### config.mk
export PLATFORM = sky130hd
export DESIGN_NAME = ifmt_ctrl
export DESIGN_NICKNAME = d
export VERILOG_FILES = /design/src/ifmt_pkg.sv /design/src/ifmt_ctrl.sv
export SDC_FILE = /design/constraint.sdc
export NUM_CORES = 1
export LEC_CHECK = 0
export BUFFER_PORTS_ARGS = -buffer_cell sky130_fd_sc_hd__buf_2
export CAP_MARGIN = 0
export CORE_AREA = 2 2 39 41
export CTS_CLUSTER_DIAMETER = 120
export DETAILED_ROUTE_END_ITERATION = 10
export DIE_AREA = 0 0 41 43
export SYNTH_ARGS = -nofsm -noshare
export SYNTH_HDL_FRONTEND = slang
export SYNTH_SLANG_ARGS = --single-unit
### constraint.sdc
create_clock -name clk -period 2 [get_ports clk]
set_clock_uncertainty 0.1 [all_clocks]
set_input_delay 0.2 -clock clk [delete_from_list [all_inputs] [get_ports clk]]
set_output_delay 0.2 -clock clk [all_outputs]
set_load 0.01 [all_outputs]
### src/ifmt_pkg.sv
// shared types, character codes and helpers for the integer to text formatter
`default_nettype none
package ifmt_pkg;

  // deepest digit string: 32-bit value in binary
  localparam int DIG_MAX = 32;
  localparam int DIG_CW  = $clog2(DIG_MAX + 1);

  // number of output segments in one field
  localparam int NSEG = 8;

  // reciprocal of ten, exact for all 32-bit dividends with a 35-bit shift
  localparam logic [31:0] RECIP10 = 32'hCCCC_CCCD;

  // ascii codes
  localparam logic [7:0] CH_SPACE = 8'h20;
  localparam logic [7:0] CH_ZERO  = 8'h30;
  localparam logic [7:0] CH_X     = 8'h78;
  localparam logic [7:0] CH_PLUS  = 8'h2B;
  localparam logic [7:0] CH_MINUS = 8'h2D;
  localparam logic [7:0] CH_UPPER = 8'h41;
  localparam logic [7:0] CH_LOWER = 8'h61;

  typedef enum logic [1:0] {
    BASE_BIN = 2'd0,
    BASE_OCT = 2'd1,
    BASE_DEC = 2'd2,
    BASE_HEX = 2'd3
  } base_t;

  // field segments in emission order
  typedef enum logic [2:0] {
    SEG_LEAD  = 3'd0,
    SEG_SIGN  = 3'd1,
    SEG_PFX0  = 3'd2,
    SEG_PFXX  = 3'd3,
    SEG_ZPAD  = 3'd4,
    SEG_PREC  = 3'd5,
    SEG_DIGIT = 3'd6,
    SEG_TRAIL = 3'd7
  } seg_t;

  typedef enum logic [1:0] {
    ST_IDLE  = 2'd0,
    ST_CONV  = 2'd1,
    ST_SETUP = 2'd2,
    ST_EMIT  = 2'd3
  } state_t;

  // controller to datapath
  typedef struct packed {
    logic load;
    logic step;
    logic setup;
    logic advance;
  } ifmt_cmd_t;

  // datapath to controller
  typedef struct packed {
    logic digit_last;
    logic char_last;
  } ifmt_sts_t;

  // one digit value to its ascii character
  function automatic logic [7:0] digit_char(input logic [3:0] d, input logic lower);
    logic [7:0] c;
    if (d < 4'd10) begin
      c = CH_ZERO + {4'b0, d};
    end else begin
      c = (lower ? CH_LOWER : CH_UPPER) + {4'b0, d} - 8'd10;
    end
    return c;
  endfunction

endpackage
`default_nettype wire

### src/ifmt_ctrl.sv
// controller state machine for the integer to text formatter
`default_nettype none
module ifmt_ctrl
  import ifmt_pkg::*;
(
  input  wire logic      clk,
  input  wire logic      rst_n,
  input  wire logic      in_tvalid,
  input  wire logic      out_tready,
  input  wire ifmt_sts_t sts,
  output logic           in_tready,
  output logic           out_tvalid,
  output ifmt_cmd_t      cmd
);

  state_t state_r, state_nxt;

  // state register
  always_ff @(posedge clk) begin
    if (!rst_n) begin
      state_r <= ST_IDLE;
    end else begin
      state_r <= state_nxt;
    end
  end

  // next state
  always_comb begin
    state_nxt = state_r;
    case (state_r)
      ST_IDLE: begin
        if (in_tvalid) state_nxt = ST_CONV;
      end
      ST_CONV: begin
        if (sts.digit_last) state_nxt = ST_SETUP;
      end
      ST_SETUP: begin
        state_nxt = ST_EMIT;
      end
      ST_EMIT: begin
        if (out_tready && sts.char_last) state_nxt = ST_IDLE;
      end
      default: begin
        state_nxt = ST_IDLE;
      end
    endcase
  end

  // outputs and datapath commands
  always_comb begin
    in_tready   = 1'b0;
    out_tvalid  = 1'b0;
    cmd         = '0;
    case (state_r)
      ST_IDLE: begin
        in_tready = 1'b1;
        cmd.load  = in_tvalid;
      end
      ST_CONV: begin
        cmd.step = 1'b1;
      end
      ST_SETUP: begin
        cmd.setup = 1'b1;
      end
      ST_EMIT: begin
        out_tvalid  = 1'b1;
        cmd.advance = out_tready;
      end
      default: begin
        cmd = '0;
      end
    endcase
  end

endmodule
`default_nettype wire

After elaboration in Yosys (flattened, before gate mapping)
Cells that the tools add are included.
- multiply operators: 0
- $lt $le $gt $ge: 0
- divide/modulo/power cells: 0
- equality and inequality tests: 6
- bitwise gates (word level): 0
- mux-type cells: 10
- add/subtract/negate cells: 0
- shift operators: 0
- reductions and logical operators: 3
- operator list (operator ; number):
    2-bit case mux with 4 select lines ; 1
    1-bit two-way mux ; 6
    2-bit two-way mux ; 3
    2-bit inequality test, second input constant ; 3
    2-bit equality test, second input constant ; 2
    3-bit AND reduction ; 1
    2-bit by 1-bit equality test with 1-bit output, second input constant ; 1
    2-bit zero test ; 1
    1-bit logical AND ; 1
- output and inout port bits: 6
- bits of input ports: 6
- memory bits (writable): 0
- word-level logic and storage cells: 20
- register bits: 2
- memory bits (read-only): 0
- latch bits: 0
- memories kept: 0

Logic depth before layout (Yosys ltp)
- depth after elaboration: 3
- gate-level depth with buffers: 4
- depth with buffers taken out: 4

Worst setup path before layout
Ideal clock, no wire load.
- kind: register -> register
- start point: register state_r[0]
- end point: register state_r[0]
- arrival: 1.342 ns
- cell stages (with the launch flop): 5
- setup time: 0.072 ns
- data required time: 1.828 ns
- path slack: 0.487 ns
- buffers on the path: 0
- period minus slack after synthesis: 1.513 ns
- cell sequence: dfxtp_1 inv_1 ha_1 a222oi_1 mux2i_1
- longest elaborated chain between the ends: 3
- elaborated cells on any way between the ends: 9
- classes of those cells: eq/ne: 6; mux: 1; reduce/logical: 2
- ends and longest elaborated chain (item ; line ; text):
    start, declared ; ifmt_ctrl.sv:16 ; state_t state_r, state_nxt;
    start signal, assigned ; ifmt_ctrl.sv:23 ; state_r <= state_nxt;
    2-bit equality test (tied with other cells) ; ifmt_ctrl.sv:30 ; case (state_r)
    2-bit inequality test (no line) ; n/a ;
    3-bit AND reduction (no line) ; n/a ;
Parallel ways exist; a longest one is shown, timed or not.
A chain may end at the register's enable or synchronous reset.

Final worst setup path
- start point: register state_r[0]
- end point: register state_r[1]
Same word-level chain as after synthesis.

==> flow_summary.json <==
{
  "outcome": "finished clean",
  "crit_fanout": 4,
  "critPathArrivalTime_ns": 1.69,
  "cts_tree": "done",
  "power.share.clock": 0.261,
  "critPathKind": "reg2reg",
  "port_buffers": 11,
  "antenna_left": 0,
  "placed_cell_area_um2": 244.0,
  "rsz0062_at_grt": "false",
  "hold_viol": 0,
  "r2r-end": "state_r[1]$_SDFFE_PN0P_",
  "grt_pass1_vias": 163,
  "hold_slack_ns": 0.1458,
  "antennaDiodeCount": 0,
  "cts_setup_buffers": 0,
  "syn_to_final_growth_pct": 57.78,
  "num_vias": 182,
  "hold_buffers": 0,
  "synth.avg_cell_area_um2": 8.446,
  "first_pass_iters": 4,
  "start_util": 0.1221,
  "synth_seq_cells": 2,
  "power_density_nw_per_um2": 1365,
  "ys_warn_count": 0,
  "place_congestion": 0.5631,
  "fin_cells": 50,
  "grt_use_total": 0.06112,
  "worstRegToRegCells": 4,
  "cp.required_ns": 2.05,
  "nets": 46,
  "clk_latency_ns": 0.23,
  "fmax_mhz": 610.7,
  "vias_per_cell": 3.640,
  "slew_headroom": 0.6359,
  "crit_end": "state_r[1]$_SDFFE_PN0P_",
  "die_h_um": 43,
  "cts_root_buffer": "clkbuf_4",
  "post-route-period-util": 0.8188,
  "wl_per_cell_um": 8.180,
  "grt_overflow": 0,
  "power_switching_uw": 147.5,
  "switching_share": 0.4056,
  "hp-class": "in2reg",
  "crit_path_end_kind": "flop",
  "finalInstanceArea_um2": 266.5,
  "reg2reg_setup_slack_ns": 0.36,
  "synth_nets": 30,
  "vdd.ir_drop.worst_mv": 0.3375,
  "numCtsBuffers": 3,
  "reg.largest.list": "state_r: 2 flops",
  "grt_max_degree": 5,
  "wl_um": 409,
  "dpl.cell_count": 47,
  "drv_slew": 0,
  "drive_gt1_frac": 0.4412,
  "rr_startpoint": "state_r[0]$_SDFFE_PN0P_",
  "cell_internal_pwr_uw": 216.2,
  "ctsResizeCount": 0,
  "synth_cell_types": 9,
  "synth_area_um2": 168.9,
  "core_area_um2": 1384,
  "fin_ws_ns": 0.3625,
  "drt_iter0_drc": 9,
  "grt_first_pass_wirelength_um": 600,
  "die_area_um2": 1763,
  "post-place-ws_ns": 0.3661,
  "drv_cap": 0,
  "antenna_found_initial": 0,
  "setup_violations": 0,
  "place_hpwl_um": 316,
  "die_x_um": 41,
  "crit_start": "state_r[0]$_SDFFE_PN0P_",
  "syn_inst": 20,
  "ios": 12,
  "row_count": 14,
  "clock-sinks": 2,
  "top_register": "state_r",
  "clk_pin_slew_ns": 0.04,
  "clockBufferDepth": 2,
  "worstMarginPinSlew_ns": 0.5461,
  "largest_reg_flops": 2,
  "startpoint_type": "flop",
  "seq_area_frac_synth": 0.2370,
  "htree_levels": 1,
  "fin_crit_ns": 1.638,
  "power_leakage_nw": 0.1533,
  "combPwrFrac": 0.527,
  "tns_ns": 0,
  "seqPwrFrac": 0.212,
  "remaining_drc_errors": 0
}
[how the worst min path moves through the flow]
| stage | start | to | slack, ns | depth (start not counted) |
|---|---|---|---|---|
| floorplan | rst_n | state_r[1]$_SDFFE_PN0P_ | 0.25 | 2 |
| global placement | rst_n | state_r[0]$_SDFFE_PN0P_ | 0.39 | 3 |
| detailed placement | rst_n | state_r[0]$_SDFFE_PN0P_ | 0.40 | 3 |
| CTS | rst_n | state_r[0]$_SDFFE_PN0P_ | 0.15 | 3 |
| global route | rst_n | state_r[0]$_SDFFE_PN0P_ | 0.17 | 3 |
| finish | rst_n | state_r[0]$_SDFFE_PN0P_ | 0.15 | 3 |
[metal layers]
layer	vias up	part of all wire	GRT usage
li1	93	-	-
met1	73	0.47	0.06390
met2	16	0.32	0.06250
met3	0	0.20	0.09424
met4	0	0	0.02000
met5	-	0	0
[worst max-delay path: stages (launching register included)]
cell	delay, ns
dfxtp_1	0.37
inv_1	0.08
ha_1	0.23
a222oi_1	0.54
mux2i_1	0.24
[final cells by class]
| class | count | area [um2] |
|---|---|---|
| clock buffer | 3 | 22.52 |
| fill | 153 | 1117 |
| inverter | 4 | 15.01 |
| multi-input combinational | 14 | 113.9 |
| sequential | 2 | 40.04 |
| tap | 16 | 20.02 |
| timing repair buffer | 11 | 55.05 |
[cell usage in the layout (no fill, tap or decap), drive strengths merged]
master	n
buf	11
inv	4
nand2	4
ha	4
clkbuf	3
mux2i	2
dfxtp	2
and2	2
a222oi	1
o21ai	1
[logic make-up after synthesis]
kind of cell,after synthesis,share of synthesized area
and+or+nand+nor,6,0.1704
buffers and inverters,4,0.08886
adders and majority gates,4,0.2963
AOI/OAI and AO/OA,2,0.08886
muxes,2,0.1185
DFF,2,0.2370
[synthesized netlist by cell type, drive strengths merged]
cell / n / area (um2)
inv: 4 / 15.01
a222oi: 1 / 10.01
nand2: 4 / 15.01
ha: 4 / 50.05
mux2i: 2 / 20.02
and2: 2 / 13.77
o21ai: 1 / 5.000
dfxtp: 2 / 40.04
[power by group through the flow]
stage / clock [mW] / combinational, mW / sequential, mW
2_1_floorplan: 0 / 0.134 / 0.0739
3_3_place_gp: 0 / 0.189 / 0.0792
3_5_place_dp: 0 / 0.193 / 0.0787
4_1_cts: 0.0996 / 0.194 / 0.0781
5_1_grt: 0.104 / 0.219 / 0.0807
6_report: 0.0949 / 0.192 / 0.0771
[metrics by stage]
step	util	total power, mW
final	0.1926	0.3637
after global routing	0.1926	0.4039
after CTS	0.1926	0.3718
after detailed placement	0.1763	0.2722
after global placement	0.1763	0.2678
after floorplan	-	0.2076
Power figures use the tool's default switching activity.
